<file path="config.mk">
export PLATFORM = sky130hd
export DESIGN_NAME = rate_based_bitrate_selector
export DESIGN_NICKNAME = d
export VERILOG_FILES = /design/src/hw/rtl/rbbs_pkg.sv /design/src/hw/rtl/rbbs_hist_mem.sv /design/src/hw/rtl/rbbs_div.sv /design/src/hw/rtl/rbbs_rep_sel.sv /design/src/hw/rtl/rate_based_bitrate_selector.sv
export SDC_FILE = /design/constraint.sdc
export NUM_CORES = 2
export LEC_CHECK = 0
export BUFFER_PORTS_ARGS = -buffer_cell sky130_fd_sc_hd__buf_2
export CAP_MARGIN = 0
export CORE_MARGIN = 2
export CORE_UTILIZATION = 65
export DETAILED_ROUTE_END_ITERATION = 10
export PLACE_DENSITY = 0.87
export SLEW_MARGIN = 20
export SYNTH_ARGS = -nofsm -noshare
export SYNTH_HDL_FRONTEND = slang
export SYNTH_SLANG_ARGS = --single-unit
export TNS_END_PERCENT = 20
</file>
<file path="constraint.sdc">
create_clock -name i_clk -period 11.38 [get_ports i_clk]
set_input_delay 2.276 -clock i_clk [delete_from_list [all_inputs] [get_ports i_clk]]
set_output_delay 2.276 -clock i_clk [all_outputs]
set_load 0.01 [all_outputs]
</file>
<file path="src/hw/rtl/rbbs_pkg.sv">
// Shared constants, field widths and types for the rate-based bitrate selector.
// No dependencies; used by every module of the block through scoped names.
`default_nettype none

package rbbs_pkg;

    localparam int HIST_DEPTH = 8;
    localparam int MAX_REPS   = 6;

    localparam int HIST_AW = (HIST_DEPTH > 1) ? $clog2(HIST_DEPTH) : 1;
    localparam int HIST_CW = $clog2(HIST_DEPTH + 1);
    localparam int REP_AW  = (MAX_REPS > 1) ? $clog2(MAX_REPS) : 1;

    localparam int CMD_W   = 1;
    localparam int BYTES_W = 32;
    localparam int MS_W    = 32;
    localparam int FILL_W  = 17;
    localparam int IDX_W   = 3;
    localparam int BW_W    = 32;
    localparam int EST_W   = 32;
    localparam int STAT_W  = 2;

    localparam int S_TDATA_W = 88;
    localparam int M_TDATA_W = 72;

    localparam int CFG_AW = 3;
    localparam int CFG_DW = 32;

    localparam int RATE_W = 48;
    localparam int FRAC_W = 16;
    localparam int PROD_W = 45;
    localparam int SUM_W  = RATE_W + HIST_CW;
    localparam int PH_W   = RATE_W - FRAC_W + FILL_W;
    localparam int PL_W   = FRAC_W + FILL_W;
    localparam int TOT_W  = PH_W + 1;

    localparam int DIV_NW = SUM_W;
    localparam int DIV_DW = 32;
    localparam int DIV_CW = $clog2(DIV_NW + 1);

    localparam logic [CMD_W-1:0] CMD_RECORD = 1'b0;
    localparam logic [CMD_W-1:0] CMD_SELECT = 1'b1;

    localparam logic [STAT_W-1:0] ST_OK        = 2'd0;
    localparam logic [STAT_W-1:0] ST_ZERO_TIME = 2'd1;
    localparam logic [STAT_W-1:0] ST_NO_HIST   = 2'd2;

    localparam logic [CFG_AW-1:0] CFG_REP_COUNT = 3'd0;
    localparam logic [CFG_AW-1:0] CFG_REP_BW0   = 3'd1;

    localparam logic [IDX_W-1:0] REP_COUNT_RST = 3'd1;

    typedef struct packed {
        logic [IDX_W-1:0] idx;
        logic [BW_W-1:0]  bw;
    } t_pick;

endpackage

`default_nettype wire

</file>
<file path="src/hw/rtl/rbbs_hist_mem.sv">
// Rate history memory: synchronous RAM with registered read.
// Per-entry valid bits make never-written entries read as zero. Uses rbbs_pkg.
`default_nettype none

module rbbs_hist_mem (
    input  wire                              i_clk,
    input  wire                              i_rst_n,
    input  wire                              i_we,
    input  wire  [rbbs_pkg::HIST_AW-1:0]     i_waddr,
    input  wire  [rbbs_pkg::RATE_W-1:0]      i_wdata,
    input  wire  [rbbs_pkg::HIST_AW-1:0]     i_raddr,
    output logic [rbbs_pkg::RATE_W-1:0]      o_rdata
);

    logic [rbbs_pkg::RATE_W-1:0]     r_mem [rbbs_pkg::HIST_DEPTH];
    logic [rbbs_pkg::HIST_DEPTH-1:0] r_valid;
    logic [rbbs_pkg::RATE_W-1:0]     r_rd_data;
    logic                            r_rd_valid;

    always_ff @(posedge i_clk) begin
        if (i_we) begin
            r_mem[i_waddr] <= i_wdata;
        end
        r_rd_data <= r_mem[i_raddr];
    end

    always_ff @(posedge i_clk) begin
        if (!i_rst_n) begin
            r_valid    <= '0;
            r_rd_valid <= 1'b0;
        end else begin
            if (i_we) begin
                r_valid[i_waddr] <= 1'b1;
            end
            r_rd_valid <= r_valid[i_raddr];
        end
    end

    assign o_rdata = r_rd_valid ? r_rd_data : '0;

endmodule

`default_nettype wire

</file>
<file path="src/hw/rtl/rbbs_div.sv">
// Restoring unsigned divider, one quotient bit per cycle.
// Shared by the rate computation and the history average. Uses rbbs_pkg.
`default_nettype none

module rbbs_div (
    input  wire                           i_clk,
    input  wire                           i_rst_n,
    input  wire                           i_start,
    input  wire  [rbbs_pkg::DIV_NW-1:0]   i_dividend,
    input  wire  [rbbs_pkg::DIV_DW-1:0]   i_divisor,
    output logic                          o_done,
    output logic [rbbs_pkg::DIV_NW-1:0]   o_quotient
);

    logic                          r_busy;
    logic                          r_done;
    logic [rbbs_pkg::DIV_CW-1:0]   r_cnt;
    logic [rbbs_pkg::DIV_NW-1:0]   r_quo;
    logic [rbbs_pkg::DIV_DW-1:0]   r_rem;
    logic [rbbs_pkg::DIV_DW-1:0]   r_div;

    logic [rbbs_pkg::DIV_DW:0]     w_shift;
    logic [rbbs_pkg::DIV_DW:0]     w_diff;
    logic                          w_ge;

    assign w_shift = {r_rem, r_quo[rbbs_pkg::DIV_NW-1]};
    assign w_ge    = w_shift >= {1'b0, r_div};
    assign w_diff  = w_shift - {1'b0, r_div};

    always_ff @(posedge i_clk) begin
        if (!i_rst_n) begin
            r_busy <= 1'b0;
            r_done <= 1'b0;
            r_cnt  <= '0;
        end else begin
            r_done <= 1'b0;
            if (i_start) begin
                r_busy <= 1'b1;
                r_cnt  <= rbbs_pkg::DIV_CW'(rbbs_pkg::DIV_NW);
            end else if (r_busy) begin
                r_cnt <= r_cnt - 1'b1;
                if (r_cnt == rbbs_pkg::DIV_CW'(1)) begin
                    r_busy <= 1'b0;
                    r_done <= 1'b1;
                end
            end
        end
    end

    always_ff @(posedge i_clk) begin
        if (i_start) begin
            r_quo <= i_dividend;
            r_rem <= '0;
            r_div <= i_divisor;
        end else if (r_busy) begin
            r_rem <= w_ge ? w_diff[rbbs_pkg::DIV_DW-1:0] : w_shift[rbbs_pkg::DIV_DW-1:0];
            r_quo <= {r_quo[rbbs_pkg::DIV_NW-2:0], w_ge};
        end
    end

    assign o_done     = r_done;
    assign o_quotient = r_quo;

endmodule

`default_nettype wire

</file>
<file path="src/hw/rtl/rbbs_rep_sel.sv">
// Representation table and sequential selection: one entry compared per cycle,
// a minimum pass then a best-fit pass. Holds the configuration registers. Uses rbbs_pkg.
`default_nettype none

module rbbs_rep_sel (
    input  wire                           i_clk,
    input  wire                           i_rst_n,
    input  wire                           i_cfg_we,
    input  wire  [rbbs_pkg::CFG_AW-1:0]   i_cfg_addr,
    input  wire  [rbbs_pkg::CFG_DW-1:0]   i_cfg_data,
    input  wire                           i_start,
    input  wire  [rbbs_pkg::EST_W-1:0]    i_est,
    output logic                          o_done,
    output rbbs_pkg::t_pick               o_pick
);

    logic [rbbs_pkg::IDX_W-1:0] r_rep_count;
    logic [rbbs_pkg::BW_W-1:0]  r_rep_bw [rbbs_pkg::MAX_REPS];

    logic                       r_busy;
    logic                       r_pass;
    logic                       r_done;
    logic [rbbs_pkg::IDX_W-1:0] r_idx;
    logic [rbbs_pkg::IDX_W-1:0] r_best_idx;
    logic [rbbs_pkg::BW_W-1:0]  r_best_bw;

    logic [rbbs_pkg::IDX_W-1:0] w_n;
    logic [rbbs_pkg::BW_W-1:0]  w_bw;
    logic                       w_take;
    logic                       w_bw_addr;
    logic [rbbs_pkg::REP_AW-1:0] w_bw_sel;

    always_comb begin
        w_n = r_rep_count;
        if (r_rep_count == '0) begin
            w_n = rbbs_pkg::IDX_W'(1);
        end else if (r_rep_count > rbbs_pkg::IDX_W'(rbbs_pkg::MAX_REPS)) begin
            w_n = rbbs_pkg::IDX_W'(rbbs_pkg::MAX_REPS);
        end
    end

    assign w_bw   = r_rep_bw[r_idx[rbbs_pkg::REP_AW-1:0]];
    assign w_take = r_pass ? ({1'b0, w_bw} <= {1'b0, i_est} && w_bw > r_best_bw)
                           : (w_bw < r_best_bw);

    assign w_bw_addr = i_cfg_addr >= rbbs_pkg::CFG_REP_BW0 &&
                       i_cfg_addr <= rbbs_pkg::CFG_AW'(rbbs_pkg::MAX_REPS);
    assign w_bw_sel  = rbbs_pkg::REP_AW'(i_cfg_addr - rbbs_pkg::CFG_REP_BW0);

    always_ff @(posedge i_clk) begin
        if (!i_rst_n) begin
            r_rep_count <= rbbs_pkg::REP_COUNT_RST;
            for (int i = 0; i < rbbs_pkg::MAX_REPS; i++) begin
                r_rep_bw[i] <= '0;
            end
        end else if (i_cfg_we) begin
            if (i_cfg_addr == rbbs_pkg::CFG_REP_COUNT) begin
                r_rep_count <= i_cfg_data[rbbs_pkg::IDX_W-1:0];
            end else if (w_bw_addr) begin
                r_rep_bw[w_bw_sel] <= i_cfg_data[rbbs_pkg::BW_W-1:0];
            end
        end
    end

    always_ff @(posedge i_clk) begin
        if (!i_rst_n) begin
            r_busy <= 1'b0;
            r_pass <= 1'b0;
            r_done <= 1'b0;
            r_idx  <= '0;
        end else begin
            r_done <= 1'b0;
            if (i_start) begin
                r_busy <= 1'b1;
                r_pass <= 1'b0;
                r_idx  <= rbbs_pkg::IDX_W'(1);
            end else if (r_busy) begin
                if (r_idx < w_n) begin
                    r_idx <= r_idx + 1'b1;
                end else if (!r_pass) begin
                    r_pass <= 1'b1;
                    r_idx  <= '0;
                end else begin
                    r_busy <= 1'b0;
                    r_done <= 1'b1;
                end
            end
        end
    end

    always_ff @(posedge i_clk) begin
        if (i_start) begin
            r_best_idx <= '0;
            r_best_bw  <= r_rep_bw[0];
        end else if (r_busy && r_idx < w_n && w_take) begin
            r_best_idx <= r_idx;
            r_best_bw  <= w_bw;
        end
    end

    assign o_done     = r_done;
    assign o_pick.idx = r_best_idx;
    assign o_pick.bw  = r_best_bw;

endmodule

`default_nettype wire

</file>
<file path="src/hw/rtl/rate_based_bitrate_selector.sv">
// Rate-based bitrate selector: one word in flight. A record word runs through the shared
// divider, then loads the output register. A zero-duration record skips the divider and
// goes straight to the output load. A select word walks the history, runs the divider,
// scales the average (high product, low product, add), walks the representation table
// and loads the output; with no history it skips the divider and scaling. The next word
// is taken the cycle after the result loads. Reset is synchronous.
`default_nettype none

module rate_based_bitrate_selector (
    input  wire                                 i_clk,
    input  wire                                 i_rst_n,
    input  wire                                 i_cfg_we,
    input  wire  [rbbs_pkg::CFG_AW-1:0]         i_cfg_addr,
    input  wire  [rbbs_pkg::CFG_DW-1:0]         i_cfg_data,
    input  wire                                 s_axis_tvalid,
    output logic                                s_axis_tready,
    // segment_bytes, elapsed_ms, fill_fraction, zero pad
    input  wire  [rbbs_pkg::S_TDATA_W-1:0]      s_axis_tdata,
    // command
    input  wire  [rbbs_pkg::CMD_W-1:0]          s_axis_tuser,
    output logic                                m_axis_tvalid,
    input  wire                                 m_axis_tready,
    // chosen_index, chosen_bandwidth, rate_estimate, zero pad
    output logic [rbbs_pkg::M_TDATA_W-1:0]      m_axis_tdata,
    // status
    output logic [rbbs_pkg::STAT_W-1:0]         m_axis_tuser
);

    localparam logic [3:0] S_IDLE    = 4'd0;
    localparam logic [3:0] S_REC_DIV = 4'd1;
    localparam logic [3:0] S_SUM     = 4'd2;
    localparam logic [3:0] S_AVG_DIV = 4'd3;
    localparam logic [3:0] S_MUL_HI  = 4'd4;
    localparam logic [3:0] S_MUL_LO  = 4'd5;
    localparam logic [3:0] S_ADD     = 4'd6;
    localparam logic [3:0] S_PICK    = 4'd7;
    localparam logic [3:0] S_DONE    = 4'd8;

    localparam int MS_LO   = rbbs_pkg::BYTES_W;
    localparam int FILL_LO = rbbs_pkg::BYTES_W + rbbs_pkg::MS_W;
    localparam int PAD_W   = rbbs_pkg::M_TDATA_W - rbbs_pkg::IDX_W - rbbs_pkg::BW_W
                             - rbbs_pkg::EST_W;

    logic [3:0]                       r_state;
    logic [3:0]                       n_state;
    logic [rbbs_pkg::HIST_AW-1:0]     r_wptr;
    logic [rbbs_pkg::HIST_CW-1:0]     r_walk;
    logic [rbbs_pkg::HIST_CW-1:0]     r_cnt;
    logic [rbbs_pkg::SUM_W-1:0]       r_sum;
    logic [rbbs_pkg::FILL_W-1:0]      r_fill;
    logic [rbbs_pkg::RATE_W-1:0]      r_avg;
    logic [rbbs_pkg::PH_W-1:0]        r_prod_hi;
    logic [rbbs_pkg::PL_W-1:0]        r_prod_lo;
    logic [rbbs_pkg::EST_W-1:0]       r_est;
    logic [rbbs_pkg::STAT_W-1:0]      r_status;
    rbbs_pkg::t_pick                  r_res;
    logic                             r_m_valid;
    logic [rbbs_pkg::M_TDATA_W-1:0]   r_m_tdata;
    logic [rbbs_pkg::STAT_W-1:0]      r_m_tuser;

    logic                             w_in_acc;
    logic [rbbs_pkg::BYTES_W-1:0]     w_bytes;
    logic [rbbs_pkg::MS_W-1:0]        w_ms;
    logic [rbbs_pkg::FILL_W-1:0]      w_fill;
    logic [rbbs_pkg::PROD_W-1:0]      w_prod;

    logic                             w_div_start;
    logic [rbbs_pkg::DIV_NW-1:0]      w_div_num;
    logic [rbbs_pkg::DIV_DW-1:0]      w_div_den;
    logic                             w_div_done;
    logic [rbbs_pkg::DIV_NW-1:0]      w_quo;

    logic [rbbs_pkg::RATE_W-1:0]      w_rd;
    logic                             w_we;
    logic [rbbs_pkg::RATE_W-1:0]      w_rate;
    logic [rbbs_pkg::EST_W-1:0]       w_rate_clip;

    logic                             w_walk_end;
    logic [rbbs_pkg::SUM_W-1:0]       w_sum_nx;
    logic [rbbs_pkg::HIST_CW-1:0]     w_cnt_nx;

    logic [rbbs_pkg::TOT_W-1:0]       w_tot;
    logic                             w_pick_start;
    logic                             w_pick_done;
    rbbs_pkg::t_pick                  w_pick;
    logic                             w_out_load;

    assign w_bytes = s_axis_tdata[rbbs_pkg::BYTES_W-1:0];
    assign w_ms    = s_axis_tdata[FILL_LO-1:MS_LO];
    assign w_fill  = s_axis_tdata[FILL_LO+rbbs_pkg::FILL_W-1:FILL_LO];

    assign s_axis_tready = i_rst_n && r_state == S_IDLE;
    assign w_in_acc      = s_axis_tvalid && s_axis_tready;

    // x8000 = x8192 - x128 - x64
    assign w_prod = (rbbs_pkg::PROD_W'(w_bytes) << 13) - (rbbs_pkg::PROD_W'(w_bytes) << 7)
                  - (rbbs_pkg::PROD_W'(w_bytes) << 6);

    assign w_walk_end = r_walk == rbbs_pkg::HIST_CW'(rbbs_pkg::HIST_DEPTH);

    always_comb begin
        w_sum_nx = r_sum;
        w_cnt_nx = r_cnt;
        if (r_walk != '0 && w_rd != '0) begin
            w_sum_nx = r_sum + rbbs_pkg::SUM_W'(w_rd);
            w_cnt_nx = r_cnt + 1'b1;
        end
    end

    assign w_div_start = (w_in_acc && s_axis_tuser == rbbs_pkg::CMD_RECORD && w_ms != '0)
                      || (r_state == S_SUM && w_walk_end && w_cnt_nx != '0);
    assign w_div_num   = (r_state == S_IDLE) ? rbbs_pkg::DIV_NW'(w_prod) : w_sum_nx;
    assign w_div_den   = (r_state == S_IDLE) ? w_ms : rbbs_pkg::DIV_DW'(w_cnt_nx);

    assign w_rate      = (|w_quo[rbbs_pkg::DIV_NW-1:rbbs_pkg::RATE_W]) ? '1
                                                               : w_quo[rbbs_pkg::RATE_W-1:0];
    assign w_rate_clip = (|w_rate[rbbs_pkg::RATE_W-1:rbbs_pkg::EST_W]) ? '1
                                                               : w_rate[rbbs_pkg::EST_W-1:0];
    assign w_we        = r_state == S_REC_DIV && w_div_done;

    assign w_tot = rbbs_pkg::TOT_W'(r_prod_hi)
                 + rbbs_pkg::TOT_W'(r_prod_lo[rbbs_pkg::PL_W-1:rbbs_pkg::FRAC_W]);

    assign w_pick_start = r_state == S_ADD || (r_state == S_SUM && w_walk_end && w_cnt_nx == '0);
    assign w_out_load   = r_state == S_DONE && (!r_m_valid || m_axis_tready);

    always_comb begin
        n_state = r_state;
        case (r_state)
            S_IDLE: begin
                if (w_in_acc) begin
                    if (s_axis_tuser == rbbs_pkg::CMD_SELECT) begin
                        n_state = S_SUM;
                    end else if (w_ms == '0) begin
                        n_state = S_DONE;
                    end else begin
                        n_state = S_REC_DIV;
                    end
                end
            end
            S_REC_DIV: begin
                if (w_div_done) begin
                    n_state = S_DONE;
                end
            end
            S_SUM: begin
                if (w_walk_end) begin
                    n_state = (w_cnt_nx == '0) ? S_PICK : S_AVG_DIV;
                end
            end
            S_AVG_DIV: begin
                if (w_div_done) begin
                    n_state = S_MUL_HI;
                end
            end
            S_MUL_HI: n_state = S_MUL_LO;
            S_MUL_LO: n_state = S_ADD;
            S_ADD:    n_state = S_PICK;
            S_PICK: begin
                if (w_pick_done) begin
                    n_state = S_DONE;
                end
            end
            S_DONE: begin
                if (w_out_load) begin
                    n_state = S_IDLE;
                end
            end
            default: n_state = S_IDLE;
        endcase
    end

    always_ff @(posedge i_clk) begin
        if (!i_rst_n) begin
            r_state   <= S_IDLE;
            r_wptr    <= '0;
            r_walk    <= '0;
            r_m_valid <= 1'b0;
        end else begin
            r_state <= n_state;
            if (w_we) begin
                r_wptr <= (r_wptr == rbbs_pkg::HIST_AW'(rbbs_pkg::HIST_DEPTH - 1)) ? '0
                                                                            : r_wptr + 1'b1;
            end
            if (w_in_acc) begin
                r_walk <= '0;
            end else if (r_state == S_SUM) begin
                r_walk <= r_walk + 1'b1;
            end
            if (w_out_load) begin
                r_m_valid <= 1'b1;
            end else if (m_axis_tready) begin
                r_m_valid <= 1'b0;
            end
        end
    end

    always_ff @(posedge i_clk) begin
        if (w_in_acc) begin
            r_fill <= w_fill;
            r_sum  <= '0;
            r_cnt  <= '0;
            r_res  <= '0;
            r_est  <= '0;
            r_status <= (s_axis_tuser == rbbs_pkg::CMD_RECORD && w_ms == '0)
                      ? rbbs_pkg::ST_ZERO_TIME : rbbs_pkg::ST_OK;
        end
        if (r_state == S_SUM) begin
            r_sum <= w_sum_nx;
            r_cnt <= w_cnt_nx;
            if (w_walk_end && w_cnt_nx == '0) begin
                r_status <= rbbs_pkg::ST_NO_HIST;
            end
        end
        if (w_we) begin
            r_est <= w_rate_clip;
        end
        if (r_state == S_AVG_DIV && w_div_done) begin
            r_avg <= w_quo[rbbs_pkg::RATE_W-1:0];
        end
        if (r_state == S_MUL_HI) begin
            r_prod_hi <= rbbs_pkg::PH_W'(r_avg[rbbs_pkg::RATE_W-1:rbbs_pkg::FRAC_W])
                       * rbbs_pkg::PH_W'(r_fill);
        end
        if (r_state == S_MUL_LO) begin
            r_prod_lo <= rbbs_pkg::PL_W'(r_avg[rbbs_pkg::FRAC_W-1:0])
                       * rbbs_pkg::PL_W'(r_fill);
        end
        if (r_state == S_ADD) begin
            r_est <= (|w_tot[rbbs_pkg::TOT_W-1:rbbs_pkg::EST_W]) ? '1
                                                                : w_tot[rbbs_pkg::EST_W-1:0];
        end
        if (r_state == S_PICK && w_pick_done) begin
            r_res <= w_pick;
        end
        if (w_out_load) begin
            r_m_tdata <= {{PAD_W{1'b0}}, r_est, r_res.bw, r_res.idx};
            r_m_tuser <= r_status;
        end
    end

    rbbs_hist_mem u_hist_mem (
        .i_clk   (i_clk),
        .i_rst_n (i_rst_n),
        .i_we    (w_we),
        .i_waddr (r_wptr),
        .i_wdata (w_rate),
        .i_raddr (r_walk[rbbs_pkg::HIST_AW-1:0]),
        .o_rdata (w_rd)
    );

    rbbs_div u_div (
        .i_clk      (i_clk),
        .i_rst_n    (i_rst_n),
        .i_start    (w_div_start),
        .i_dividend (w_div_num),
        .i_divisor  (w_div_den),
        .o_done     (w_div_done),
        .o_quotient (w_quo)
    );

    rbbs_rep_sel u_rep_sel (
        .i_clk      (i_clk),
        .i_rst_n    (i_rst_n),
        .i_cfg_we   (i_cfg_we),
        .i_cfg_addr (i_cfg_addr),
        .i_cfg_data (i_cfg_data),
        .i_start    (w_pick_start),
        .i_est      (r_est),
        .o_done     (w_pick_done),
        .o_pick     (w_pick)
    );

    assign m_axis_tvalid = r_m_valid;
    assign m_axis_tdata  = r_m_tdata;
    assign m_axis_tuser  = r_m_tuser;

    a_div_done_waiting: assert property (@(posedge i_clk) disable iff (!i_rst_n)
        w_div_done |-> (r_state == S_REC_DIV || r_state == S_AVG_DIV))
        else $error("divider finished with no word waiting on it");

    a_pick_done_waiting: assert property (@(posedge i_clk) disable iff (!i_rst_n)
        w_pick_done |-> r_state == S_PICK)
        else $error("selection finished outside the pick phase");

    a_out_loaded: assert property (@(posedge i_clk) disable iff (!i_rst_n)
        w_out_load |=> (m_axis_tvalid && s_axis_tready))
        else $error("result load did not raise output valid and free the input");

    a_wptr_advance: assert property (@(posedge i_clk) disable iff (!i_rst_n)
        !w_we |=> $stable(r_wptr))
        else $error("write pointer moved without a history write");

endmodule

`default_nettype wire

</file>
[After elaboration in Yosys (flattened, before gate mapping)]
Memories as Yosys holds them, arrays and structs flattened. A register that Yosys moved wholly into a read port is not among the register bits.
Index checks and enable logic that the tools add are counted.
Storage, ports and cells
  register bits: 530
  bits in latches: 0
  memory bits (writable): 576
  memory bits (read-only): 0
  input bits: 129
  output and inout bits: 76
  logic and storage cells: 210
  memories: 2
Memories
  u_hist_mem.r_mem: words 8, width 48, rd ports 1, clocked after Yosys merged registers in 1, write ports 1, line rbbs_hist_mem.sv:15  | logic [rbbs_pkg::RATE_W-1:0] r_mem [rbbs_pkg::HIST_DEPTH];
  u_rep_sel.r_rep_bw: words 6, width 32, rd ports 2, clocked after Yosys merged registers in 0, write ports 6, line rbbs_rep_sel.sv:18  | logic [rbbs_pkg::BW_W-1:0] r_rep_bw [rbbs_pkg::MAX_REPS];
Cells by class
  add/sub/neg operators: 11
  multiply operators: 2
  divide/modulo/power cells: 0
  magnitude comparators: 11
  eq/ne operators: 19
  shifts and indexed selects: 0
  muxes and demuxes: 72
  bitwise logic cells: 6
  reduce and logical (&&, ||, !) cells: 53
Operators with widths (count)
  $mux W52: 6
  $mux W32: 9
  $mux W48: 2
  $mux W35: 2
  $add A52 B48 Y52: 1
  $add A49 B17 Y50: 1
  $mul A32 B17 Y49: 1
  $mux W4: 12
  $reduce_bool A48 Y1: 1
  $sub A45 B38 Y45: 1
  $sub A45 B39 Y45: 1
  $pmux W4 S9: 1
  $ge A33 B32 Y1: 1
  $mul A16 B17 Y33: 1
  $gt A32 B32 Y1: 1
  $le A32 B32 Y1: 1
  $logic_not A32 Y1: 1
  $lt A32 B32 Y1: 1
  $reduce_bool A32 Y1: 1
  $reduce_or A32 Y1: 1
  $sub A32 B32 Y32: 1
  $mux W1: 26
  $mux W3: 7
  $logic_and A1 B1 Y1: 19
  other kinds (38): 75

[Longest topological paths before layout]
  word-level depth: 9
  depth in mapped cells: 26
  depth with buffers taken out: 24

[Hierarchy]
From an unflattened synthesis, not the netlist that was laid out.
Unflattened totals
  cell total of the unflattened synthesis: 7349
  area total of the unflattened synthesis: 83742.8 µm²
By module, submodules not included
  rate_based_bitrate_selector: instances 1, cells an instance 5034, area an instance 46669.8 µm²
  rbbs_hist_mem: instances 1, cells an instance 695, area an instance 16041.6 µm²
  rbbs_rep_sel: instances 1, cells an instance 1012, area an instance 14320.0 µm²
  rbbs_div: instances 1, cells an instance 608, area an instance 6711.4 µm²

[Least setup slack after synthesis]
Ideal clock, no wire load.
  path kind: register -> register
  start: register r_fill[2] (netlist bit)
  end: register r_prod_hi[42] (netlist bit) (data pin)
  setup time: 0.259 ns
  data arrival time: 6.338 ns
  required time: 11.121 ns
  path slack: 4.783 ns
  stages on the path, launching flop included: 25
  buffers on the path: 3
  period minus slack after synthesis: 6.597 ns
  path through: edfxtp_1 > clkbuf_1 > clkbuf_1 > nand2_1 > fa_1 > fa_1 > fa_1 > inv_1 > fa_1 > fa_1 > inv_1 > fa_1 > inv_1 > ha_1 > clkbuf_1 > a21oi_1 > o21ai_0 > a21o_1 > a221oi_1 > a211oi_1 > nor2_1 > o21ai_0 > a221o_1 > a21oi_1 > xnor2_1
On the way
  word-level cells in the longest chain between the ends: 1
RTL lines
  start: declaration: line rate_based_bitrate_selector.sv:50  | logic [rbbs_pkg::FILL_W-1:0] r_fill;
  start signal: assignment: line rate_based_bitrate_selector.sv:200  | r_fill <= w_fill;
  $mul A32 B17 Y49: line rate_based_bitrate_selector.sv:223  | * rbbs_pkg::PH_W'(r_fill);
  end signal: assignment: line rate_based_bitrate_selector.sv:222  | r_prod_hi <= rbbs_pkg::PH_W'(r_avg[rbbs_pkg::RATE_W-1:rbbs_pkg::FRAC_W])
  end: declaration: line rate_based_bitrate_selector.sv:52  | logic [rbbs_pkg::PH_W-1:0] r_prod_hi;
Every way passes these cells.
A chain may end at the register's enable or synchronous reset.

[Worst setup path in the final report]
  start: register r_fill[10] (netlist bit)
  end: register r_prod_lo[29] (netlist bit) (data pin)
On the way
  word-level cells in the longest chain between the ends: 1
RTL lines
  $mul A16 B17 Y33: line rate_based_bitrate_selector.sv:227  | * rbbs_pkg::PL_W'(r_fill);
  end signal: assignment: line rate_based_bitrate_selector.sv:226  | r_prod_lo <= rbbs_pkg::PL_W'(r_avg[rbbs_pkg::FRAC_W-1:0])
  end: declaration: line rate_based_bitrate_selector.sv:53  | logic [rbbs_pkg::PL_W-1:0] r_prod_lo;
Every way passes these cells.

==> impl_summary.md <==
Setup path
The most used cell along the critical path is sky130_fd_sc_hd__fa_1. By startpoint and endpoint, the worst setup path is classified as reg2reg. The sort of element at the end of the critical path is a register. The slowest stage of the critical path is the sky130_fd_sc_hd__edfxtp_1 cell.

The family of cells with the greatest summed delay on the critical path is adder cells. Along the worst path, the maximum fanout reaches 28. The startpoint class of the critical path is a register. The buffer and inverter count on the worst path is 4. Walking the worst path, the cells encountered are buf_4 -> nand2_1 -> fa_1 -> inv_1 -> fa_1 -> inv_1 -> fa_1 -> fa_1 -> fa_1 -> fa_1 -> inv_1 -> ha_1 -> nand4_1 -> a211oi_1 -> a2111oi_0 -> o211ai_1 -> a21oi_1 -> o21ai_0 -> a21oi_1 -> o21bai_1 -> a21oi_1 -> xnor2_1.

The endpoint required time on the critical path is 11,860 ps. The arrival time at the worst endpoint is roughly 8800 ps. For this run, the slowest stage of the critical path takes about 1100 ps.

Cells and area
The summed area of non-filler cells in the final layout is between 80,000 and 90,000 um^2. Once layout is complete, the utilization of the core stands at approximately 70%. After the last flow step, the layout net total stands at about 8,800. In the layout the commonest cells are sky130_fd_sc_hd__edfxtp_1, sky130_fd_sc_hd__inv_1, sky130_fd_sc_hd__nand2_1. The multi-input combinational cells in the finished layout cover a total of between 40,000 and 50,000 um^2. The count of cells in the finished layout, fillers not included, comes to 9,323. After filler insertion, the fill cell instance count of the layout stands at 8,281. The growth of design area from synthesis to finish is 7.64%. The library cell used most frequently in the layout, excluding fill and tap cells, is sky130_fd_sc_hd__edfxtp_1. The post-route netlist has a little under a tenth of its cells at a drive strength greater than 1. The area used by sequential logic in the layout is roughly 35,000 um^2.

Yosys
For this run, asynchronously set or reset flops after synthesis account for 0%. Synthesis produced a netlist whose cell count is between 7,000 and 8,000. The main combinational cell family by area after synthesis is adder cells. The library cell with the largest summed area after synthesis is sky130_fd_sc_hd__edfxtp_1. Measured against the total synthesized area, the mux share comes to between 5 and 6%.

The synthesized design contains about 1,100 enable-type register cells. Of the total synthesized cell area, the portion taken by AND, OR, NAND and NOR gates is between 10% and 20%. Summing the areas of all compound-gate instances in the mapped netlist gives just under 8% of the synthesized area. The count of synthesis-stage warnings from yosys is 0. In the synthesized netlist the dominant register cell turns out to be sky130_fd_sc_hd__edfxtp_1.

Summing the areas of all xor and xnor instances in the mapped netlist gives ~2.2% of the synthesized area. The register bit count reported by yosys is about 1,200. The sequential element share of the synthesized area is between 40 and 50%.

By area the synthesized netlist is led by sky130_fd_sc_hd__edfxtp_1, sky130_fd_sc_hd__fa_1, sky130_fd_sc_hd__ha_1. The mean cell area of the mapped netlist is between 10 and 15 um^2. Summing the areas of all fa, ha and maj instances in the mapped netlist gives 23.2% of the synthesized area. After synthesis, the netlist uses between 80 and 90 different library cells.

The share of the synthesized area in the top cell type is 39.1%. The cell area that synthesis handed to floorplanning was 83,000 um^2.

Clocking
The number of hold buffers added after CTS was 0. The number of buffers on the longest clock path is 3. The number of buffers created by CTS is 118. The TritonCTS sink count is 1,202. Clock tree synthesis selected as its root buffer the cell sky130_fd_sc_hd__clkbuf_16. The clock transition at the registers of the reported paths is around 70 ps. The clock insertion delay at the later pin of the skew report is slightly below 800 ps.

In this run, post-CTS repair resized a total of 0 instances. The clock tree synthesis step divided the H-tree into 3 levels. TritonCTS built the clock tree. The total setup buffers inserted after CTS is 0.

STA
Adding up every negative setup slack in the final design gives 0 ps. The setup clock skew after layout is between 50 and 60 ps. The number of max-slew violations in the final report was 0.

Once routing completed, OpenROAD measured the worst setup slack at 3100 ps. At the pin with the least slew margin, the transition time is ~1100 ps. Setup repair after global routing left no endpoint under its margin.

The routed design could run at a clock period as short as around 8300 ps. Measured against its own limit, the worst slew margin works out to 27.0%. The setup-violating endpoint count in the final report is 0. The peak clock frequency supported by timing is roughly 120 MHz. The count of endpoints failing hold in the final timing report is 0. The final critical path takes up ~73% of the cycle.

Placement
The congestion estimate from routability-driven global placement came to ~0.98. The half-perimeter wire length after detailed placement is between 150,000 and 200,000 um. The placed instance area is about 85,000 um^2. The number of input and output port buffers inserted is 192. Once placement completed, the tool counted placed cells totaling 9,077. OpenSTA, run right after detailed placement, puts the worst setup slack at between 3000 and 4000 ps.

Global route
The remaining global-route overflow is 0. The first global-routing pass estimated ~350,000 um of wire. The number of global-route vias before repair is 60,900. Across every metal layer, demand over resource in global routing totals between 30% and 40%. The largest net degree at the start of global routing is 84. The initial antenna violation count is 21.

Floorplanning
The die covers ~130,000 um^2. The floorplan step defined a core boundary enclosing between 100,000 and 150,000 um^2. From bottom edge to top edge, the die measures around 360 um. In this run the core area contains 131 standard-cell rows. Once the floorplan was initialized, standard cells occupied between 60% and 70% of the core. The floorplan step set the die width to 361 um. The count of pins on the block boundary is a little over 200.

Routing
The residual DRC count is 0. The detail route stage leaves a number of antenna-violating nets equal to 0. The average detailed-routed wire length per instance is 24.1 um.

Dividing the detail-routed via count by the number of cells gives between 6 and 7. The number of design-rule violations left by the first detailed-router iteration is between 6,000 and 7,000. The routed layout has slightly below 60,000 vias. The wire length reported by the detailed router is around 230,000 um.

The first TritonRoute pass finished after 6 iterations.

Pwr
The leakage power figure is ~37 nW. For this design the ratio of total power to cell area is a little over 300 nW/um^2. The worst ir drop on vdd is between 0.0008 and 0.0009 V.

Min path
In this run the worst hold path is classified as reg2reg.

Flow run
The reported max-cap violation count is 0.

Run status
The flow ran to the end, and the final reports show no timing, DRC or antenna violations.
[synthesized netlist by cell type, types with 31 or more instances]
cell,n
sky130_fd_sc_hd__edfxtp_1,1079
sky130_fd_sc_hd__inv_1,1037
sky130_fd_sc_hd__nand2_1,902
sky130_fd_sc_hd__fa_1,684
sky130_fd_sc_hd__nor2_1,499
sky130_fd_sc_hd__ha_1,445
sky130_fd_sc_hd__and2_1,414
sky130_fd_sc_hd__clkbuf_1,321
sky130_fd_sc_hd__a21oi_1,301
sky130_fd_sc_hd__o21ai_0,263
sky130_fd_sc_hd__mux4_2,162
sky130_fd_sc_hd__xnor2_1,132
sky130_fd_sc_hd__dfxtp_1,123
sky130_fd_sc_hd__a21o_1,117
sky130_fd_sc_hd__nand3_1,86
sky130_fd_sc_hd__xor2_1,76
sky130_fd_sc_hd__nand2b_1,74
sky130_fd_sc_hd__nand4_1,72
sky130_fd_sc_hd__a31oi_1,66
sky130_fd_sc_hd__mux2_2,51
sky130_fd_sc_hd__nor3_1,51
sky130_fd_sc_hd__mux2i_1,46
sky130_fd_sc_hd__o21a_1,45
sky130_fd_sc_hd__nor4_1,40
sky130_fd_sc_hd__and3_1,35
sky130_fd_sc_hd__a211oi_1,31
sky130_fd_sc_hd__buf_1,31
sky130_fd_sc_hd__nor2b_1,31
sky130_fd_sc_hd__o21bai_1,31
[worst paths after layout]
| path | start | to | slack [ps] | cells past startpoint |
|---|---|---|---|---|
| max | r_fill[10]$_DFFE_PP_ | r_prod_lo[29]$_DFFE_PP_ | 3100 | 22 |
| max reg2reg | r_fill[10]$_DFFE_PP_ | r_prod_lo[29]$_DFFE_PP_ | 3100 | 22 |
| min | r_res[29]$_SDFFCE_PN0P_ | m_axis_tdata[32]$_DFFE_PP_ | 420 | 0 |
| min reg2reg | r_res[29]$_SDFFCE_PN0P_ | m_axis_tdata[32]$_DFFE_PP_ | 420 | 0 |
[final cells by class]
type	count	area share, %
tap	1662	2.33
sequential	1202	39.1
multi-input combinational	4899	48.1
clock buffer	157	3.57
clock inverter	62	0.680
inverter	1040	4.37
timing repair buffer	275	1.79
antenna	26	0.0729
[worst reg2reg max path, cell delays in order, from the launching register on]
cell and delay (ps):
sky130_fd_sc_hd__edfxtp_1 1050, sky130_fd_sc_hd__buf_4 530, sky130_fd_sc_hd__nand2_1 150, sky130_fd_sc_hd__fa_1 560, sky130_fd_sc_hd__inv_1 50, sky130_fd_sc_hd__fa_1 520, sky130_fd_sc_hd__inv_1 50, sky130_fd_sc_hd__fa_1 480
sky130_fd_sc_hd__fa_1 580, sky130_fd_sc_hd__fa_1 440, sky130_fd_sc_hd__fa_1 490, sky130_fd_sc_hd__inv_1 50, sky130_fd_sc_hd__ha_1 280, sky130_fd_sc_hd__nand4_1 110, sky130_fd_sc_hd__a211oi_1 60, sky130_fd_sc_hd__a2111oi_0 830
sky130_fd_sc_hd__o211ai_1 280, sky130_fd_sc_hd__a21oi_1 540, sky130_fd_sc_hd__o21ai_0 290, sky130_fd_sc_hd__a21oi_1 280, sky130_fd_sc_hd__o21bai_1 160, sky130_fd_sc_hd__a21oi_1 200, sky130_fd_sc_hd__xnor2_1 80
[registers in the layout, summed over array words and instances, names as in the netlist, 48 cells and up]
register and flops:
u_hist_mem.r_mem 384, u_rep_sel.r_rep_bw 256, m_axis_tdata 67, r_sum 52
u_div.o_quotient 52, r_prod_hi 49, r_avg 48, u_hist_mem.r_rd_data 48
[per-stage QoR]
stage | power [mW] | hold WS (ps)
3_5_place_dp | 23.1 | 405
4_1_cts | 27.1 | 416
5_1_grt | 29.2 | 420
3_3_place_gp | 22.6 | 403
6_report | 27.4 | 416
2_1_floorplan | 18.1 | 400
[layer usage]
layer / vias up / global-route usage (%) / wire (um) / share of wire (%)
met5: - / 0 / 13 / 0.0058
met4: 2 / 23.9 / 17900 / 7.9
met3: 883 / 7.40 / 22900 / 10
met2: 3482 / 56.3 / 107000 / 47
met1: 29100 / 42.5 / 77500 / 34
li1: 25400 / - / - / -
[kinds of logic after synthesis]
logic type,Yosys count
AO/OA/AOI/OAI,1029
flip-flops,1202
adder cells (fa/ha/maj),1129
buffers and inverters,1403
multiplexers,259
AND/OR/NAND/NOR,2269
other,1
XOR/XNOR,208
[power breakdown]
| part | switching (mW) | internal [mW] |
|---|---|---|
| clock network | 1.77 | 2.10 |
| logic | 10.6 | 6.55 |
| registers | 0.439 | 5.96 |
Note: power is estimated with default switching activity, not from simulation.
